File: src/hw/rtl/fau_pkg.sv
// Shared types, constants and helpers for the feature accumulator update block.
// Used by fau_ctrl, fau_datapath and feature_accumulator_update; depends on nothing.
`default_nettype none

package fau_pkg;

  // Field widths of the input and result words
  localparam int OP_W      = 3;
  localparam int FEATURE_W = 10;
  localparam int ELEMENT_W = 8;
  localparam int BUCKET_W  = 3;
  localparam int VALUE_W   = 32;

  // Storage widths
  localparam int ACC_W  = 16;
  localparam int BACC_W = 32;

  // Weight and accumulator rows are LANES elements wide
  localparam int LANES  = 16;
  localparam int LANE_W = 4;

  // Default sizes
  localparam int HALF_DIM_DEF = 256;
  localparam int BUCKETS_DEF  = 8;
  localparam int FEATURES_DEF = 1024;

  typedef enum logic [OP_W-1:0] {
    OP_WR_WEIGHT  = 3'd0,
    OP_WR_BWEIGHT = 3'd1,
    OP_WR_ACC     = 3'd2,
    OP_WR_BACC    = 3'd3,
    OP_SUB        = 3'd4,
    OP_ADD        = 3'd5,
    OP_RD_ACC     = 3'd6,
    OP_RD_BACC    = 3'd7
  } op_t;

  // Controller to datapath
  typedef struct packed {
    logic capture;   // load the accepted word
    logic wr_item;   // perform a single-word write
    logic rd_issue;  // read the addressed accumulator or bucket entry
    logic out_load;  // move the read result into the output register
    logic col_rd;    // read one column row during an add or subtract
    logic bkt_rd;    // read one bucket entry during an add or subtract
  } cmd_t;

  // Datapath to controller
  typedef struct packed {
    op_t  op;
    logic feat_ok;
    logic slot_free;
  } sts_t;

  // Index width for a store of n entries, at least one bit
  function automatic int idx_w(input int n);
    return (n > 1) ? $clog2(n) : 1;
  endfunction

endpackage

`default_nettype wire

File: src/hw/rtl/fau_ctrl.sv
// Controller state machine of the feature accumulator update block.
// Sequences single writes, reads and column sweeps; depends on fau_pkg.
`default_nettype none

module fau_ctrl #(
  parameter int HALF_DIM = fau_pkg::HALF_DIM_DEF,
  parameter int BUCKETS  = fau_pkg::BUCKETS_DEF,
  parameter int IDX_W    = 4
) (
  input  wire logic           clk,
  input  wire logic           rst,
  input  wire logic           in_valid,
  output logic                in_ready,
  input  wire fau_pkg::sts_t  sts,
  output fau_pkg::cmd_t       cmd,
  output logic [IDX_W-1:0]    idx
);

  localparam int ROWS = (HALF_DIM + fau_pkg::LANES - 1) / fau_pkg::LANES;
  localparam logic [IDX_W-1:0] ROW_LAST = IDX_W'(ROWS - 1);
  localparam logic [IDX_W-1:0] BKT_LAST = IDX_W'(BUCKETS - 1);

  typedef enum logic [4:0] {
    S_IDLE     = 5'b00001,
    S_DISPATCH = 5'b00010,
    S_LOAD     = 5'b00100,
    S_COL      = 5'b01000,
    S_BKT      = 5'b10000
  } state_t;

  state_t           state, state_next;
  logic [IDX_W-1:0] idx_next;

  // Hold state and sweep index
  always_ff @(posedge clk) begin
    if (rst) begin
      state <= S_IDLE;
      idx   <= '0;
    end else begin
      state <= state_next;
      idx   <= idx_next;
    end
  end

  assign in_ready = (state == S_IDLE);

  // Decide next step and issue commands
  always_comb begin
    state_next = state;
    idx_next   = idx;
    cmd        = '0;
    unique case (state)
      S_IDLE: begin
        if (in_valid) begin
          cmd.capture = 1'b1;
          state_next  = S_DISPATCH;
        end
      end
      S_DISPATCH: begin
        idx_next = '0;
        unique case (sts.op) inside
          fau_pkg::OP_WR_WEIGHT, fau_pkg::OP_WR_BWEIGHT,
          fau_pkg::OP_WR_ACC, fau_pkg::OP_WR_BACC: begin
            cmd.wr_item = 1'b1;
            state_next  = S_IDLE;
          end
          fau_pkg::OP_RD_ACC, fau_pkg::OP_RD_BACC: begin
            cmd.rd_issue = 1'b1;
            state_next   = S_LOAD;
          end
          fau_pkg::OP_SUB, fau_pkg::OP_ADD: begin
            // drop an out-of-range feature without touching state
            state_next = sts.feat_ok ? S_COL : S_IDLE;
          end
          default: state_next = S_IDLE;
        endcase
      end
      S_LOAD: begin
        if (sts.slot_free) begin
          cmd.out_load = 1'b1;
          state_next   = S_IDLE;
        end
      end
      S_COL: begin
        cmd.col_rd = 1'b1;
        if (idx == ROW_LAST) begin
          idx_next   = '0;
          state_next = S_BKT;
        end else begin
          idx_next = idx + 1'b1;
        end
      end
      S_BKT: begin
        cmd.bkt_rd = 1'b1;
        if (idx == BKT_LAST) begin
          idx_next   = '0;
          state_next = S_IDLE;
        end else begin
          idx_next = idx + 1'b1;
        end
      end
      default: state_next = S_IDLE;
    endcase
  end

endmodule

`default_nettype wire

File: config.mk
export PLATFORM = sky130hd
export DESIGN_NAME = fau_ctrl
export DESIGN_NICKNAME = d
export VERILOG_FILES = /design/src/hw/rtl/fau_pkg.sv /design/src/hw/rtl/fau_ctrl.sv
export SDC_FILE = /design/constraint.sdc
export NUM_CORES = 1
export LEC_CHECK = 0
export ABC_CLOCK_PERIOD_IN_PS = 4050
export BUFFER_PORTS_ARGS = -buffer_cell sky130_fd_sc_hd__buf_4
export CAP_MARGIN = 20
export CORE_AREA = 2 2 39 41
export DETAILED_ROUTE_END_ITERATION = 10
export DIE_AREA = 0 0 41 43
export PLACE_DENSITY = 0.7
export SLEW_MARGIN = 20
export SYNTH_ARGS = -nofsm -noshare
export SYNTH_HDL_FRONTEND = slang
export SYNTH_SLANG_ARGS = --single-unit
export TNS_END_PERCENT = 30
File: constraint.sdc
create_clock -name clk -period 4.05 [get_ports clk]
set_input_delay 0.2025 -clock clk [delete_from_list [all_inputs] [get_ports clk]]
set_output_delay 0.2025 -clock clk [all_outputs]
set_load 0.01 [all_outputs]
# After elaboration in Yosys (flattened, before gate mapping)
# Index checks and enable logic that the tools add are counted.
[totals] ff_bits=9 in_bits=8 out_inout_bits=11
[op_classes] add_sub_neg=1 n_eq_ne=18 n_mux=19 reduce_logical=6
[op_table] cell="5-bit case mux with 5 select lines" n=1
[op_table] cell="5-bit 2-to-1 mux" n=4
[op_table] cell="3-bit equality test (second input constant)" n=4
[op_table] cell="4-bit 2-to-1 mux" n=3
[op_table] cell="4-bit case mux with 3 select lines" n=1
[op_table] cell="1-bit 2-to-1 mux" n=8
[op_table] cell="2-bit inequality test (second input constant)" n=4
[op_table] cell="4-bit case mux with 2 select lines" n=1
[op_table] cell="3-bit by 2-bit equality test with 1-bit output (second input constant)" n=2
[op_table] cell="5-bit by 1-bit equality test with 1-bit output (second input constant)" n=1
[op_table] cell="5-bit by 2-bit equality test with 1-bit output (second input constant)" n=1
[op_table] cell="5-bit by 3-bit equality test with 1-bit output (second input constant)" n=1
[op_table] cell="5-bit by 4-bit equality test with 1-bit output (second input constant)" n=1
[op_table] cell="5-bit equality test (second input constant)" n=1
[op_table] cell="4-bit by 1-bit adder with 4-bit output (second input constant)" n=1
[op_table] cell="4-bit by 3-bit equality test with 1-bit output (second input constant)" n=1
[op_table] cell="4-bit equality test (second input constant)" n=1
[op_table] cell="4-bit AND reduction" n=1
[op_table] cell="2-bit OR reduction" n=2
[op_table] cell="4-bit OR reduction" n=1
[op_table] cell="3-bit by 1-bit equality test with 1-bit output (second input constant)" n=1
[op_table] cell="3-bit logical NOT" n=1
[op_table] cell="3-bit nonzero test" n=1
[op_table] cell="2-bit 2-to-1 mux" n=1

# Depth between registers and ports, before layout
# Gate-level depths: netlist of the first run.
[logic_depth] depth_word=4 depth_mapped=5 mapped_depth_nobuf=5

# Least setup slack after synthesis of the first run
# Ideal clock, no wire load.
[synth_path] path_kind="register to register" from="register idx[0]" to="register state[0]" setup_ns=0.122 t_arrival_ns=1.362 setup_slack_ns=2.566 stages_incl_launch_ff=6 synth_period_minus_slack_ns=1.484 path_cell_list="dfxtp_1 ha_1 and2_1 a211oi_4 a31oi_1 a221o_1"
[synth_via] elab_chain_len=3
[synth_rtl] item="from (decl)" line="fau_ctrl.sv:16" text="output logic [IDX_W-1:0] idx"
[synth_rtl] item="from (signal assigned)" line="fau_ctrl.sv:41" text="idx <= idx_next;"
[synth_rtl] item="4-bit by 3-bit equality test with 1-bit output / 4-bit equality test (equally long branches)" line="fau_ctrl.sv:95, fau_ctrl.sv:86"
[synth_rtl] item="2-bit inequality test (no source line)"
[synth_rtl] item="4-bit AND reduction (no source line) (*)"
[synth_rtl] item="to (signal assigned)" line="fau_ctrl.sv:40" text="state <= state_next;"
[synth_rtl] item="to (decl)" line="fau_ctrl.sv:31" text="state_t state, state_next;"
# Every way passes the cells marked *; elsewhere a longest branch is shown, timed or not.
# A chain may end at the register's enable or synchronous reset.

==> results.toml, run 1 <==
[routing]
first_iter_violations = 20
vias = 566
routedWlPerCell_um = 11.7
drc = 0
ant_nets = 0
dr.pass1.iters = 4
via_per_inst = 5.50
drt-total-wl_um = 1210

[timing]
worst_slew_pin_slew_ns = 0.354
rsz0062_at_grt = "false"
fin_skew_ns = 0.00244
period_share_pct = 41.3
setup_violations = 0
max_freq_ghz = 0.598
finalHoldViolCount = 0
fin_tns_setup_ns = 0
slew_headroom_pct = 75.8
drv_slew = 0
whs_ns = 0.170
fin_crit_ns = 1.67

[yosys]
netlist-cell-type-count = 32
yosys_warnings = 0
ys_ff_latch = 9
synth_edf_count = 0
synth_cells = 70
synth_ff_type = "dfxtp_1"
syn-cell-area_um2 = 577
ys_seq_area_share_pct = 31.2
synthesis.nets = 79
avgSynthCellArea_um2 = 8.24
postSynth.asyncResetShare_pct = 0

[placed_design]
port_buffers = 17
dp_hpwl_um = 922
place_area_um2 = 693
place_inst = 99
place.gp.congestion = 0.754

[clock_network]
clock-sinks = 9
cts_tree = "done"
htreeDepth = 1
post-cts-setup-buffers = 0
clockRootBuffer = "clkbuf_4"
cts_buffers = 3
clockBufferDepth = 2
path_clk_slew_ns = 0.07
cts_resized = 0
cts_hold_buffers = 0
clkLatencyLatePin_ns = 0.26

[setup_path]
cp-start-kind = "flop"
r2r_cells = 4
crit_type = "reg2out"
crit_family = "flip-flops"
cp_data_arrival_time_ns = 1.47
path_depth = 4
cp-end-kind = "primary output"
crit_path_top_delay_cell = "dfxtp_1"
crit_buf_inv = 1
path_cells = "nor2_1 > and3_2 > and3_1 > buf_4"
slowest_delay_ns = 0.54
cp.required_ns = 3.85
cp_max_fo = 9

[floorplanning]
initial_core_util_pct = 41.7
die_h_um = 43
die_x_um = 41
dieArea_um2 = 1760
core_um2 = 1380
rows = 14
boundaryPins = 19

[status]
status = "completed"

[worst_hold_path]
whs_path_depth = 2
hold_path_class = "in2reg"

[finish]
seq_area_um2 = 180
n_antenna_cell = 0
stdcell_count = 103
finalInstanceArea_um2 = 719
drive_gt1_share_pct = 29.9
utilization_pct = 52.0
mostFrequentLayoutCells = "17 x buf_4, 9 x dfxtp_1, 7 x nor2_1, 6 x nand3_1, 4 x a21oi_1"
num-nets-final = 97
multi_input_area_um2 = 354
layout_commonest_cell = "buf_4"
nFillCells = 135
syn_to_final_growth_pct = 24.7

[global_routing]
grt_pass1_wl_um = 2170
gr-usage-all-layers_pct = 17.9
grt_start_max_net_pins = 10
grt_pass1_vias = 512
grt-ovfl-total = 0
antenna_found_initial = 0

[power]
ir_drop_uv = 119
powerDensity_nw_per_um2 = 269
p_leak_nw = 0.290

[run]
max_cap_violations = 0
==> cell type report <==
type	instances	area share, %
clock buffer	4	3.65
multi-input combinational	54	49.2
sequential	9	25.0
timing repair buffer	17	17.7
tap	16	2.78
inverter	3	1.57
==> report_power, final <==
| group | leakage [nW] | internal (mW) | switching (mW) |
|---|---|---|---|
| registers | 0.0729 | 0.0905 | 0.00344 |
| clock network | 0.0150 | 0.0381 | 0.0342 |
| logic | 0.202 | 0.0148 | 0.0125 |
| total | 0.290 | 0.143 | 0.0501 |
==> metal layers <==
layer  vias to the layer above  wire length (um)  track usage, %
li1                        287                 -               -
met1                       257               569            26.4
met2                        17               567            23.8
met3                         5                47            4.71
met4                         0                26            8.00
met5                         -                 0               0
==> metrics by stage <==
stage | worst slack, ns | total power [mW]
final | 2.38 | 0.193
after global routing | 2.28 | 0.203
after CTS | 2.37 | 0.195
after detailed placement | 2.42 | 0.123
after global placement | 2.44 | 0.123
after floorplan | 2.57 | 0.111
==> registers in the layout, indices dropped and copies added, names as in the netlist <==
signal  count
idx         4
state       5
==> worst register-to-register path: cells and delay by family (launching register included) <==
family | cells | cell delay, ns
AOI/OAI and AO/OA | 3 | 0.72
DFF | 1 | 0.37
and+or+nand+nor | 1 | 0.43
==> kinds of logic after synthesis <==
group           share of synthesized area, %
compound gates                          19.3
fa+ha+maj                               2.17
flops                                   31.2
xor+xnor                                5.86
buf+inv                                 7.37
simple gates                            34.1
==> final timing paths <==
check	from	to	slack [ns]
hold reg to reg	idx[1]	idx[1]	0.51
hold / removal	rst	state[3]	0.17
setup / recovery	state[4]	cmd[3]	2.38
setup reg to reg	state[0]	state[0]	2.42
==> cells in the mapped netlist (2+ instances only) <==
master    n  area (um2)
a21oi_1   4        20.0
a31oi_1   3        18.8
and2_1    3        18.8
and3_2    2        15.0
buf_4     2        15.0
dfxtp_1   9         180
inv_1     3        11.3
nand2_1   3        11.3
nand2b_1  2        12.5
nand3_1   6        30.0
nor2_1    7        26.3
nor3_1    2        10.0
nor3b_1   2        15.0
nor4_1    2        12.5
o211ai_1  2        15.0
o21ai_0   2        10.0
No activity file was read; power rests on OpenSTA's default activity.
==> run 2: changes to the inputs <==
ABC_CLOCK_PERIOD_IN_PS = 1500   (was 4050)
CORE_AREA = not set   (was 2 2 39 41)
CORE_UTILIZATION = 42   (was not set)
DIE_AREA = not set   (was 0 0 41 43)
PLACE_DENSITY = 0.71   (was 0.7)
clock period = 1.5 ns   (was 4.05 ns; I/O delays follow)
==> run 2 against run 1 <==
  * The flow now finishes with violations (setup timing)
  * Cell area rose by 12%
  * Power grew to 2.7 times the previous value
  * Global-route usage grew 5.0 points
  * Largest power group unchanged
  * Highest routed layer unchanged
==> results.toml, run 2 (synthesis gave the netlist of run 1 again) <==
[status]
status = "finished, violations left"
failed_checks = "setup timing"

[finish]
n_antenna_cell = 0
mostFrequentLayoutCells = "27 x buf_4, 7 x nor2_1, 7 x dfxtp_1, 6 x nand3_1, 4 x a21oi_1"
num-nets-final = 107
drive_gt1_share_pct = 41.2
largestRegisters = "state: 5 flops, idx: 4 flops"
syn_to_final_growth_pct = 39.7
regMostFlops = "state"
largest_reg_flops = 5
layout_commonest_cell = "buf_4"
nFillCells = 106

[routing]
dr.pass1.iters = 4
drc = 0
first_iter_violations = 8
routedWlPerCell_um = 13.2
vias = 607
drt-total-wl_um = 1460
ant_nets = 0
via_per_inst = 5.47

[power]
p_leak_nw = 0.344
powerDensity_nw_per_um2 = 657
ir_drop_uv = 359

[clock_network]
clkLatencyLatePin_ns = 0.27
cts_buffers = 3
clockRootBuffer = "clkbuf_4"
cts_hold_buffers = 0
clock-sinks = 9
path_clk_slew_ns = 0.06
clockBufferDepth = 2
htreeDepth = 1
cts_tree = "done"

[placed_design]
dp_slack_ns = 0.0156
dp_hpwl_um = 1080
place.gp.congestion = 0.855
port_buffers = 17

[global_routing]
antenna_found_initial = 0
grt_start_max_net_pins = 10
grt_pass1_vias = 562
gr-usage-all-layers_pct = 23.0
grt_pass1_wl_um = 2350
grt-ovfl-total = 0

[floorplanning]
dieArea_um2 = 1530
boundaryPins = 19
die_h_um = 39.1
core_um2 = 1190
initial_core_util_pct = 48.6
die_x_um = 39.1
rows = 12

[timing]
period_share_pct = 101
slew_headroom_pct = 76.7
fin_tns_setup_ns = -0.0143
worst_slack_ns = -0.0104
worst_slew_pin_slew_ns = 0.341
finalHoldViolCount = 0
rsz0062_at_grt = "true"
fin_skew_ns = 0.00505
drv_slew = 0
max_freq_ghz = 0.662
fin_crit_ns = 1.51
setup_violations = 2

[setup_path]
cp-end-kind = "primary output"
reg2reg_from = "idx[0]"
cp.required_ns = 1.42
r2r_cells = 5
reg2reg_slack_ns = 0
cp_data_arrival_time_ns = 1.44
crit_type = "reg2out"
r2r_end = "state[0]"
crit_buf_inv = 2
slowest_delay_ns = 0.38
path_common_cell = "buf_4"
crit_family = "simple AND/OR/NAND/NOR gates"
cp_max_fo = 6
path_cells = "buf_4 > nor2_1 > and3_2 > and3_1 > buf_4"
crit_path_top_delay_cell = "dfxtp_4"
cp-start-kind = "flop"

[worst_hold_path]
hold-path-endpoint = "state[1]"
hold_path_class = "in2reg"
hp-start = "rst"
whs_path_depth = 2

[run]
max_cap_violations = 0
-- run 2: cell types whose count changed in the layout (fill, tap and decap cells not counted) --
| cell | previous run | this run |
|---|---|---|
| nor4_2 | 0 | 1 |
| dfxtp_4 | 0 | 1 |
| buf_4 | 17 | 27 |
| nor4_1 | 2 | 1 |
| dfxtp_2 | 0 | 1 |
| and2_1 | 3 | 2 |
| and2_4 | 0 | 1 |
| dfxtp_1 | 9 | 7 |
-- run 2: metal layers --
layer / vias to the layer above / track usage (%) / wire length (um)
li1: 306 / - / -
met1: 284 / 27.8 / 686
met2: 14 / 37.5 / 702
met3: 3 / 8.67 / 60
met4: 0 / 6.03 / 14
met5: - / 0 / 0
-- run 2: timing repair --
action                     4_1_cts  5_1_grt
setup buffers                    0        0
pin swaps                        0        1
setup endpoints to repair        4        9
gates resized for setup          2        4
-- run 2: final cells by class --
type / instances / area [um2] / share of cell area [%]
Multi-Input combinational cell: 54 / 363 / 45.0
Inverter: 3 / 11.3 / 1.40
Tap cell: 14 / 17.5 / 2.17
Timing Repair Buffer: 27 / 203 / 25.2
Sequential cell: 9 / 185 / 23.0
Clock buffer: 4 / 26.3 / 3.26
-- run 2: where the power goes --
group	leakage, nW	switching, mW	internal, mW
registers	0.0735	0.00344	0.243
logic	0.256	0.0435	0.0467
clock network	0.0150	0.0898	0.103
-- run 2: per-stage QoR --
| stage | area, um2 | total power [mW] | hold WS, ns | cells | util, % |
|---|---|---|---|---|---|
| final | 806 | 0.530 | 0.0426 | 111 | 67.9 |
| after global placement | 766 | 0.341 | 0.322 | 107 | 64.6 |
| after global routing | 806 | 0.556 | 0.0527 | 111 | 67.9 |
| after CTS | 796 | 0.528 | 0.0406 | 111 | 67.1 |
| after floorplan | 577 | 0.299 | 0.198 | 70 | - |
| after detailed placement | 766 | 0.342 | 0.325 | 107 | 64.6 |
-- run 2: worst max-delay path by stage --
stage | cells after the start | slack, ns | start | endpoint
3_5_place_dp | 5 | 0.02 | idx[0] | state[0]
5_1_grt | 5 | -0.12 | state[4] | cmd[5]
6_report | 5 | -0.01 | state[4] | cmd[3]
2_1_floorplan | 5 | 0.02 | idx[0] | state[0]
3_3_place_gp | 4 | 0.09 | state[0] | state[0]
4_1_cts | 5 | 0.002 | state[4] | cmd[3]
-- run 2: worst reg2reg max path, cell delays in order (launching register included) --
cell      delay [ns]
dfxtp_1         0.32
ha_1            0.23
and2_4          0.19
a211oi_4        0.25
a31oi_1         0.08
a221o_1         0.33
